## config.mk

```make
export PLATFORM = sky130hd
export DESIGN_NAME = software_timer_bank_unit
export DESIGN_NICKNAME = d
export VERILOG_FILES = /design/src/hw/rtl/stb_pkg.sv /design/src/hw/rtl/software_timer_bank_unit.sv /design/src/hw/rtl/stb_div.sv
export SDC_FILE = /design/constraint.sdc
export NUM_CORES = 2
export LEC_CHECK = 0
export ABC_AREA = 1
export ABC_CLOCK_PERIOD_IN_PS = 6050
export BUFFER_PORTS_ARGS = -buffer_cell sky130_fd_sc_hd__buf_2
export CORE_UTILIZATION = 40
export CTS_CLUSTER_DIAMETER = 120
export DETAILED_ROUTE_END_ITERATION = 12
export GPL_TIMING_DRIVEN = 1
export PLACE_DENSITY = 0.54
export SYNTH_ARGS = -nofsm -noshare
export SYNTH_HDL_FRONTEND = slang
export SYNTH_SLANG_ARGS = --single-unit
```

## constraint.sdc

```tcl
create_clock -name i_clk -period 6.05 [get_ports i_clk]
set_input_delay 0.3025 -clock i_clk [delete_from_list [all_inputs] [get_ports i_clk]]
set_output_delay 0.3025 -clock i_clk [all_outputs]
set_load 0.01 [all_outputs]
```

## src/hw/rtl/stb_pkg.sv

```systemverilog
// ----------------------------------------------------------------------------
// stb_pkg
// Types and constants shared by the software timer bank.
// ----------------------------------------------------------------------------
package stb_pkg;

    localparam int NUM_TIMERS  = 16;
    localparam int MAX_RESULTS = 16;
    localparam int IDX_W       = $clog2(NUM_TIMERS);
    localparam int CNT_W       = $clog2(NUM_TIMERS + 1);
    localparam logic [7:0] NO_ID = 8'd255;
    localparam logic [6:0] PERCENT_SCALE = 7'd100;

    typedef enum logic [3:0] {
        REQ_TICK      = 4'd0,
        REQ_CREATE    = 4'd1,
        REQ_ONESHOT   = 4'd2,
        REQ_RESET     = 4'd3,
        REQ_STOP      = 4'd4,
        REQ_START     = 4'd5,
        REQ_DESTROY   = 4'd6,
        REQ_REMAIN    = 4'd7,
        REQ_PROGRESS  = 4'd8,
        REQ_UPTIME    = 4'd9
    } t_req;

    typedef enum logic [1:0] {
        ST_OK      = 2'd0,
        ST_NO_FREE = 2'd1,
        ST_BAD     = 2'd2
    } t_status;

    typedef enum logic [3:0] {
        S_IDLE,
        S_TK_RD,
        S_TK_EVAL,
        S_TK_DONE,
        S_OP_RD,
        S_OP_EXEC,
        S_DIV,
        S_OUT
    } t_state;

    // one timer's counter entry
    typedef struct packed {
        logic [31:0] count;
        logic [31:0] limit;
    } t_entry;

    typedef struct packed {
        logic        start;
        logic [39:0] num;
        logic [31:0] den;
    } t_div_req;

endpackage

```

## src/hw/rtl/software_timer_bank_unit.sv

```systemverilog
// ----------------------------------------------------------------------------
// software_timer_bank_unit
// Bank of software timers with uptime counter; counts and limits in a synchronous RAM.
// ----------------------------------------------------------------------------
// Usage:
//   Input channel i_valid/o_stall carries one request (type, id, timeout).
//   Output channel o_valid/i_stall carries results; o_last marks the final
//   result of a request. A tick gives one result per expired timer (index
//   order) or a single "none" result; every other request gives one.
// Sequencing:
//   One request at a time. The counts and limits live in one RAM with a
//   registered read port; a tick walks every timer with a read then a
//   write-back (S_TK_RD, S_TK_EVAL) and waits on output stalls. Single
//   timer requests pass S_OP_RD, S_OP_EXEC and S_OUT; progress adds a pass
//   through the bit-serial divider.
// Reset:
//   Flags and uptime clear at once. The RAM is cleared by a sweep over all
//   NUM_TIMERS entries after reset, during which o_stall stays high.
// Stall:
//   A pending result sits in the output register until taken; the walk
//   waits there, so no result is lost.
// ----------------------------------------------------------------------------
module software_timer_bank_unit import stb_pkg::*; (
    input  logic        i_clk,
    input  logic        i_rst_n,
    input  logic        i_valid,
    output logic        o_stall,
    input  logic [3:0]  i_req_type,
    input  logic [7:0]  i_timer_id,
    input  logic [31:0] i_timeout,
    output logic        o_valid,
    input  logic        i_stall,
    output logic [7:0]  o_result_id,
    output logic [31:0] o_result_value,
    output logic        o_expired,
    output logic [1:0]  o_status,
    output logic        o_last
);
    t_entry r_mem [NUM_TIMERS];
    t_entry r_rd;
    logic [IDX_W-1:0] w_ra, w_wa;
    logic   w_we;
    t_entry w_wd;

    logic [NUM_TIMERS-1:0] r_en, n_en, r_run, n_run, r_os, n_os;
    logic [31:0] r_up, n_up;
    t_state r_st, n_st;
    logic [3:0]  r_req, n_req;
    logic [7:0]  r_id, n_id;
    logic [31:0] r_to, n_to;
    logic [CNT_W-1:0] r_idx, n_idx, r_clr, n_clr;
    logic [CNT_W-1:0] r_nres, n_nres;
    logic r_clr_busy, n_clr_busy;
    logic r_any, n_any;
    logic r_pend, n_pend;       // a tick result waiting for next fire check
    logic [IDX_W-1:0] r_pid, n_pid;
    logic r_ov, n_ov;
    logic [7:0]  r_oid, n_oid;
    logic [31:0] r_oval, n_oval;
    logic r_oexp, n_oexp, r_olast, n_olast;
    logic [1:0]  r_ost, n_ost;
    logic [IDX_W-1:0] w_free;
    logic w_has_free;
    logic w_valid_id;
    logic [IDX_W-1:0] w_id;
    logic [31:0] w_cnt;
    logic w_fire;
    logic [IDX_W-1:0] w_cur;
    logic w_in_acc, w_out_free;
    t_div_req w_div;
    logic w_div_done;
    logic [39:0] w_quot;

    stb_div u_div (
        .i_clk  (i_clk),
        .i_rst_n(i_rst_n),
        .i_req  (w_div),
        .o_done (w_div_done),
        .o_quot (w_quot)
    );

    always_ff @(posedge i_clk) begin
        if (w_we) r_mem[w_wa] <= w_wd;
        r_rd <= r_mem[w_ra];
    end

    always_comb begin
        w_free = '0;
        w_has_free = 1'b0;
        for (int i = NUM_TIMERS - 1; i >= 0; i--) begin
            if (!r_en[i]) begin
                w_free = IDX_W'(i);
                w_has_free = 1'b1;
            end
        end
    end

    assign w_valid_id = r_id < 8'(NUM_TIMERS);
    assign w_id       = r_id[IDX_W-1:0];
    assign w_cur      = r_idx[IDX_W-1:0];
    assign w_cnt      = (r_en[w_cur] && r_run[w_cur]) ? r_rd.count + 32'd1 : r_rd.count;
    assign w_fire     = r_en[w_cur] && (w_cnt >= r_rd.limit);
    assign w_out_free = !r_ov || !i_stall;
    assign o_stall    = (r_st != S_IDLE) || r_clr_busy || r_ov;
    assign w_in_acc   = i_valid && !o_stall;

    // next state
    always_comb begin
        n_st = r_st;
        case (r_st)
            S_IDLE:    if (w_in_acc) n_st = (t_req'(i_req_type) == REQ_TICK) ? S_TK_RD : S_OP_RD;
            S_TK_RD:   n_st = S_TK_EVAL;
            S_TK_EVAL: begin
                if (w_out_free || !(w_fire && r_nres != CNT_W'(0) && r_pend)) begin
                    if (r_idx == CNT_W'(NUM_TIMERS - 1)) n_st = S_TK_DONE;
                    else n_st = S_TK_RD;
                end
            end
            S_TK_DONE: if (w_out_free) n_st = S_IDLE;
            S_OP_RD:   n_st = S_OP_EXEC;
            S_OP_EXEC: n_st = (t_req'(r_req) == REQ_PROGRESS && w_valid_id &&
                              r_rd.limit != 0 && r_rd.count != 0) ? S_DIV : S_OUT;
            S_DIV:     if (w_div_done) n_st = S_OUT;
            S_OUT:     if (w_out_free) n_st = S_IDLE;
            default:   n_st = S_IDLE;
        endcase
    end

    // datapath and outputs
    always_comb begin
        n_en = r_en; n_run = r_run; n_os = r_os; n_up = r_up;
        n_req = r_req; n_id = r_id; n_to = r_to; n_idx = r_idx;
        n_clr = r_clr; n_clr_busy = r_clr_busy; n_nres = r_nres;
        n_any = r_any; n_pend = r_pend; n_pid = r_pid;
        n_ov = r_ov; n_oid = r_oid; n_oval = r_oval; n_oexp = r_oexp;
        n_olast = r_olast; n_ost = r_ost;
        w_ra = w_id; w_wa = w_cur; w_we = 1'b0; w_wd = r_rd;
        w_div = '0;
        if (r_ov && !i_stall) n_ov = 1'b0;
        if (r_clr_busy) begin
            w_we = 1'b1; w_wa = r_clr[IDX_W-1:0]; w_wd = '0;
            n_clr = r_clr + CNT_W'(1);
            if (r_clr == CNT_W'(NUM_TIMERS - 1)) n_clr_busy = 1'b0;
        end
        case (r_st)
            S_IDLE: if (w_in_acc) begin
                n_req = i_req_type; n_id = i_timer_id; n_to = i_timeout;
                n_idx = '0; n_nres = CNT_W'(MAX_RESULTS); n_any = 1'b0; n_pend = 1'b0;
            end
            S_TK_RD: w_ra = w_cur;
            S_TK_EVAL: begin
                // keep the current entry on the read port while waiting
                w_ra = w_cur;
                // a fire with a result already pending must wait until the output register frees
                if (w_out_free || !(w_fire && r_nres != CNT_W'(0) && r_pend)) begin
                    w_we = 1'b1;
                    w_wd.count = w_fire ? 32'd0 : w_cnt;
                    w_wd.limit = r_rd.limit;
                    if (w_fire) begin
                        if (r_os[w_cur]) n_en[w_cur] = 1'b0;
                        n_any = 1'b1;
                        if (r_nres != CNT_W'(0)) begin
                            if (r_pend) begin
                                n_ov = 1'b1; n_olast = 1'b0;
                                n_oid = 8'(r_pid); n_oval = '0; n_oexp = 1'b1;
                                n_ost = ST_OK;
                            end
                            n_pend = 1'b1;
                            n_pid = w_cur;
                            n_nres = r_nres - CNT_W'(1);
                        end
                    end
                    n_idx = r_idx + CNT_W'(1);
                    w_ra = n_idx[IDX_W-1:0];
                end
            end
            S_TK_DONE: if (w_out_free) begin
                n_ov = 1'b1; n_olast = 1'b1;
                n_up = r_up + 32'd1;
                if (!r_any) begin
                    n_oid = NO_ID; n_oval = '0; n_oexp = 1'b0; n_ost = ST_OK;
                end else begin
                    n_oid = 8'(r_pid); n_oval = '0; n_oexp = 1'b1; n_ost = ST_OK;
                end
            end
            S_OP_EXEC: begin
                n_oid = r_id; n_oval = '0; n_oexp = 1'b0; n_ost = ST_OK;
                w_wa = w_id;
                case (t_req'(r_req))
                    REQ_CREATE, REQ_ONESHOT: begin
                        if (t_req'(r_req) == REQ_ONESHOT && w_valid_id && r_en[w_id]) begin
                            w_wa = w_id;
                        end else begin
                            w_wa = w_free;
                        end
                        if (!(t_req'(r_req) == REQ_ONESHOT && w_valid_id && r_en[w_id])
                            && !w_has_free) begin
                            n_oid = NO_ID; n_ost = ST_NO_FREE;
                        end else begin
                            w_we = 1'b1; w_wd.count = '0; w_wd.limit = r_to;
                            n_en[w_wa] = 1'b1;
                            n_run[w_wa] = (t_req'(r_req) == REQ_ONESHOT);
                            n_os[w_wa] = (t_req'(r_req) == REQ_ONESHOT);
                            n_oid = 8'(w_wa);
                        end
                    end
                    REQ_UPTIME: begin
                        n_oid = NO_ID; n_oval = r_up;
                    end
                    REQ_TICK: ;
                    default: begin
                        if (r_req > REQ_UPTIME || !w_valid_id) begin
                            n_oid = NO_ID; n_ost = ST_BAD;
                        end else begin
                            case (t_req'(r_req))
                                REQ_RESET: if (r_to == 0) n_ost = ST_BAD;
                                    else begin
                                        w_we = 1'b1; w_wd.count = '0; w_wd.limit = r_to;
                                    end
                                REQ_STOP:    n_run[w_id] = 1'b0;
                                REQ_START:   if (r_rd.limit == 0) n_ost = ST_BAD;
                                             else n_run[w_id] = 1'b1;
                                REQ_DESTROY: n_en[w_id] = 1'b0;
                                REQ_REMAIN:  if (r_rd.limit > r_rd.count)
                                                 n_oval = r_rd.limit - r_rd.count;
                                default: begin
                                    w_div.start = (r_rd.limit != 0 && r_rd.count != 0);
                                    w_div.num = ({8'd0, r_rd.count} + 40'd1) * 40'(PERCENT_SCALE)
                                                + {9'd0, r_rd.limit[31:1]};
                                    w_div.den = r_rd.limit;
                                end
                            endcase
                        end
                    end
                endcase
            end
            S_DIV: if (w_div_done)
                n_oval = (w_quot[39:32] != 0) ? 32'hFFFF_FFFF : w_quot[31:0];
            S_OUT: if (w_out_free) begin
                n_ov = 1'b1; n_olast = 1'b1;
            end
            default: ;
        endcase
        // clear sweep has the port; no request runs then
        if (r_clr_busy) begin
            w_we = 1'b1; w_wa = r_clr[IDX_W-1:0]; w_wd = '0;
        end
    end

    always_ff @(posedge i_clk) begin
        if (!i_rst_n) begin
            r_st <= S_IDLE; r_en <= '0; r_run <= '0; r_os <= '0; r_up <= '0;
            r_clr <= '0; r_clr_busy <= 1'b1; r_ov <= 1'b0; r_pend <= 1'b0;
            r_idx <= '0; r_nres <= '0; r_any <= 1'b0;
        end else begin
            r_st <= n_st; r_en <= n_en; r_run <= n_run; r_os <= n_os; r_up <= n_up;
            r_clr <= n_clr; r_clr_busy <= n_clr_busy; r_ov <= n_ov; r_pend <= n_pend;
            r_idx <= n_idx; r_nres <= n_nres; r_any <= n_any;
        end
        r_req <= n_req; r_id <= n_id; r_to <= n_to; r_pid <= n_pid;
        r_oid <= n_oid; r_oval <= n_oval; r_oexp <= n_oexp;
        r_olast <= n_olast; r_ost <= n_ost;
    end

    assign o_valid        = r_ov;
    assign o_result_id    = r_oid;
    assign o_result_value = r_oval;
    assign o_expired      = r_oexp;
    assign o_status       = r_ost;
    assign o_last         = r_olast;

`ifndef SYNTHESIS
    a_no_req_in_clear: assert property (@(posedge i_clk) disable iff (!i_rst_n)
        r_clr_busy |-> r_st == S_IDLE)
        else $error("request during clear sweep");
    a_last_ends: assert property (@(posedge i_clk) disable iff (!i_rst_n)
        (r_ov && !i_stall && r_olast) |=> r_st == S_IDLE)
        else $error("last result before request done");
    a_uptime_step: assert property (@(posedge i_clk) disable iff (!i_rst_n)
        (r_st != S_TK_DONE) |=> $stable(r_up))
        else $error("uptime moved outside tick");
`endif
endmodule

```

## src/hw/rtl/stb_div.sv

```systemverilog
// ----------------------------------------------------------------------------
// stb_div
// Radix-2 restoring divider, one quotient bit per cycle, 40 by 32 bits.
// ----------------------------------------------------------------------------
module stb_div import stb_pkg::*; (
    input  logic        i_clk,
    input  logic        i_rst_n,
    input  t_div_req    i_req,
    output logic        o_done,
    output logic [39:0] o_quot
);
    logic [39:0] r_quot, n_quot;
    logic [32:0] r_rem, n_rem;
    logic [5:0]  r_cnt, n_cnt;
    logic        r_busy, n_busy, r_done, n_done;
    logic [31:0] r_den;
    logic [32:0] w_sh;

    always_comb begin
        n_quot = r_quot;
        n_rem  = r_rem;
        n_cnt  = r_cnt;
        n_busy = r_busy;
        n_done = 1'b0;
        w_sh   = {r_rem[31:0], r_quot[39]};
        if (i_req.start) begin
            n_quot = i_req.num;
            n_rem  = '0;
            n_cnt  = 6'd40;
            n_busy = 1'b1;
        end else if (r_busy) begin
            if (w_sh >= {1'b0, r_den}) begin
                n_rem  = w_sh - {1'b0, r_den};
                n_quot = {r_quot[38:0], 1'b1};
            end else begin
                n_rem  = w_sh;
                n_quot = {r_quot[38:0], 1'b0};
            end
            n_cnt = r_cnt - 6'd1;
            if (r_cnt == 6'd1) begin
                n_busy = 1'b0;
                n_done = 1'b1;
            end
        end
    end

    always_ff @(posedge i_clk) begin
        if (!i_rst_n) begin
            r_busy <= 1'b0;
            r_done <= 1'b0;
            r_cnt  <= '0;
        end else begin
            r_busy <= n_busy;
            r_done <= n_done;
            r_cnt  <= n_cnt;
        end
        r_quot <= n_quot;
        r_rem  <= n_rem;
        if (i_req.start) r_den <= i_req.den;
    end

    assign o_done = r_done;
    assign o_quot = r_quot;

`ifndef SYNTHESIS
    a_cnt_zero_idle: assert property (@(posedge i_clk) disable iff (!i_rst_n)
        !r_busy |-> !$past(r_busy) || r_done || $past(i_req.start))
        else $error("divider idle with count pending");
    a_done_pulse: assert property (@(posedge i_clk) disable iff (!i_rst_n)
        r_done |=> !r_done)
        else $error("divider done held");
    a_done_after_busy: assert property (@(posedge i_clk) disable iff (!i_rst_n)
        r_done |-> $past(r_busy))
        else $error("done without busy");
`endif
endmodule
```

==> key figures <==
Logic synthesis
  – Post-Syn Instances: 8136
  – Syn Area/Cell: 8.99 um2
  – Synth top area cells: edfxtp_1 49%, nand2_1 9.6%, nand3_1 9.3%, dfxtp_1 5.6%, inv_1 5.5%
  – Area leader, netlist: edfxtp_1
  – Post-synth top flop: edfxtp_1
  – Sequential-to-total area share from yosys stat: 0.544
  – Synth top area share: 0.488
  – Syn Nets: 8456
  – FF+latch count, synth: 1394
  – FFs w/ async S/R, synth: 0
  – Distinct cells, synth: 64
  – Post-synthesis instance area: 0.0731 mm2
  – Yosys warning total: 0
  – Number of synthesized flops with an enable pin: 1188

Status
  – Status: complete, no violations

Placed design
  – RD Place Congestion: 0.961
  – Post-DP HPWL: 166 mm
  – Setup WS pre-CTS: -0.0563 ns
  – Area of placed instances: 0.0798 mm2
  – Port bufs: 93

Finish
  – Final nets: 8862
  – Share of post-route cells with drive strength above 1: 0.118
  – Final instance area: 0.0860 mm2
  – Filler cell count: 17200
  – Register Area: 0.0398 mm2
  – Area of the multi-input gates: 0.0283 mm2
  – Most frequent cells in the layout: 1862 x nand2_1, 1354 x nand3_1, 1188 x edfxtp_1
  – Layout area overhead: 17.5%
  – Commonest non-fill, non-tap cell in the layout: nand2_1

Timing
  – WHS: 0.125 ns
  – Max Slew Vio Count: 0
  – Max Fclk: 171 MHz
  – # setup viols final: 0
  – Slew margin rel.: 0.271
  – Final setup TNS: 0 ns
  – Final hold vios: 0
  – Worst-Margin Slew: 1.09 ns
  – Minimum clock period: 5.85 ns
  – RSZ-0062 raised after global routing: true
  – Worst Slack Setup Final: 0.197 ns
  – Skew final: 0.0430 ns
  – Tcrit/Tclk final: 0.967

Global routing
  – Vias in the first global route: 56500
  – Largest net degree at the start of global routing: 112
  – Initial antenna violation count: 2
  – Global route overflow: 0
  – All-Layer GR Usage: 0.264
  – Global-route wire length before repair: 368 mm

Worst hold path
  – Hold endpoint: r_clr_busy$_SDFF_PN1_
  – Hold path cells: 3
  – Worst hold start: i_rst_n
  – Hold Path Class: primary input to register

Worst setup path
  – RR Endpoint: r_mem[3][40]$_DFFE_PP_
  – Worst path required time: 6.55 ns
  – Crit-path most repeated cell: nand2_1
  – Setup Crit Path Kind: register to register
  – FF-to-FF path depth: 22
  – CP max-delay cell: o21ai_0
  – Crit. End Element: register
  – CP max FO: 33
  – Startpoint Class: register
  – Reg2reg setup slack: 0.20 ns
  – CP peak stage delay: 0.73 ns
  – Worst reg2reg startpoint: r_idx[3]$_SDFFE_PN0P_
  – Critical path cell sequence: inv_1 > nor2_1 > buf_4 > nand2_1 > nand4_1 > nand2_1 > buf_12 > o21ai_0 > ha_1 > a21oi_1 > o21a_1 > nand2_1 > a21oi_1 > nand2_1 > nand4_4 > nand2_2 > buf_4 > nand2_1 > nand3_1 > nor2_4 > buf_12 > buf_12
  – WP data arrival: 6.36 ns

Route
  – Max Used Layer: met4
  – Met3 wire length: 15.9 mm
  – DRT Pass-1 Iters: 8
  – WL per Instance: 22.4 um
  – Detailed Route WL: 248 mm
  – DR vias/cell: 5.39
  – Vias: 59600
  – DRT iter0 DRCs: 5710
  – M1 WL: 109 mm
  – Routed wl met2: 115 mm
  – Remaining DRCs: 0
  – Antenna viol nets, final: 0

Floorplanning
  – Die Footprint: 0.185 mm2
  – Initial core utilization: 0.404
  – Top Ports: 94
  – Chip width: 430 um
  – Core area: 0.181 mm2
  – FP Rows: 156
  – Die Height: 430 um

Clocking
  – Clock Latency Late Sink: 0.84 ns
  – Max H-tree Level: 4
  – CTS max path bufs: 3
  – # clock sinks: 1394
  – Worst-path clk slew: 0.06 ns
  – CTS tree: done
  – CTS root buf: clkbuf_16
  – TritonCTS Buffers: 156

Flow run
  – Max-Cap Viols: 0
layout make-up:
class	count	area share
Clock buffer	204	0.0483
Inverter	1098	0.0480
Sequential cell	1394	0.463
Timing Repair Buffer	639	0.0672
Tap cell	2370	0.0345
Multi-Input combinational cell	5253	0.329
Antenna cell	4	0.000116
Clock inverter	87	0.00955
metrics by stage:
step	cells	util
2_1_floorplan	8136	-
3_3_place_gp	10700	0.441
3_5_place_dp	10700	0.441
4_1_cts	11000	0.471
5_1_grt	11000	0.474
6_report	11000	0.475
sequential cells by signal, indices dropped and copies added, names as in the netlist, 32 cells and up, named ones only:
signal / cells
u_div.o_quot: 40
o_result_value: 32
r_to: 32
r_rd: 64
u_div.r_rem: 32
r_mem: 1024
u_div.r_den: 32
r_up: 32
kinds of logic (layout without fill, tap and decap cells):
family,count (synthesis),in the layout,synth area share
AND/OR/NAND/NOR,3938,3938,0.237
buffers and inverters,1489,2028,0.0803
flip-flops,1394,1394,0.544
AO/OA/AOI/OAI,876,876,0.0690
adder cells (fa/ha/maj),272,272,0.0496
XOR/XNOR,160,160,0.0192
multiplexers,7,7,0.000958
other,0,4,0
cell usage after synthesis, types with 21 or more instances:
cell type / instances
a21o_1: 21
a21oi_1: 298
a31oi_1: 36
a41oi_1: 32
buf_2: 208
clkbuf_1: 165
dfxtp_1: 206
edfxtp_1: 1188
fa_1: 30
ha_1: 242
inv_1: 1075
nand2_1: 1873
nand3_1: 1358
nand3b_1: 72
nand4_1: 65
nor2_1: 417
nor3_1: 65
nor4_1: 29
o211ai_1: 53
o21ai_0: 316
xnor2_1: 61
xor2_1: 99
worst max-delay path by stage:
| stage | from | to |
|---|---|---|
| 4_1_cts | r_rd[33]$_DFF_P_ | u_div.o_quot[31]$_DFFE_PP_ |
| 3_5_place_dp | r_rd[33]$_DFF_P_ | u_div.o_quot[31]$_DFFE_PP_ |
| 2_1_floorplan | r_rd[33]$_DFF_P_ | r_mem[5][0]$_DFFE_PP_ |
| 6_report | r_idx[3]$_SDFFE_PN0P_ | r_mem[3][40]$_DFFE_PP_ |
| 5_1_grt | r_rd[33]$_DFF_P_ | u_div.o_quot[33]$_DFFE_PP_ |
| 3_3_place_gp | r_rd[37]$_DFF_P_ | u_div.o_quot[36]$_DFFE_PP_ |
worst max-delay path: cells and delay by family (launching register included):
kind / cells / cell delay [ns]
AOI/OAI and AO/OA: 4 / 1.15
adders and majority gates: 1 / 0.39
buffers and inverters: 6 / 1.31
DFF: 1 / 0.49
and+or+nand+nor: 11 / 2.11
repair_timing:
item                                   CTS  global route
hold buffers                            45             0
buffers inserted                         0            12
endpoints found under the hold margin   45             0
pin swaps                                0            40
gates resized for setup                  3           154
setup endpoints to repair                7           429
routing by layer:
metal,global-route usage,vias to the layer above
li1,-,28300
met1,0.366,28800
met2,0.427,2043
met3,0.0346,398
met4,0.0859,0
met5,0,-
Power is left out: the tool's default activity adds up to more than one toggle a clock period on the data nets, which glitch-free logic cannot reach.
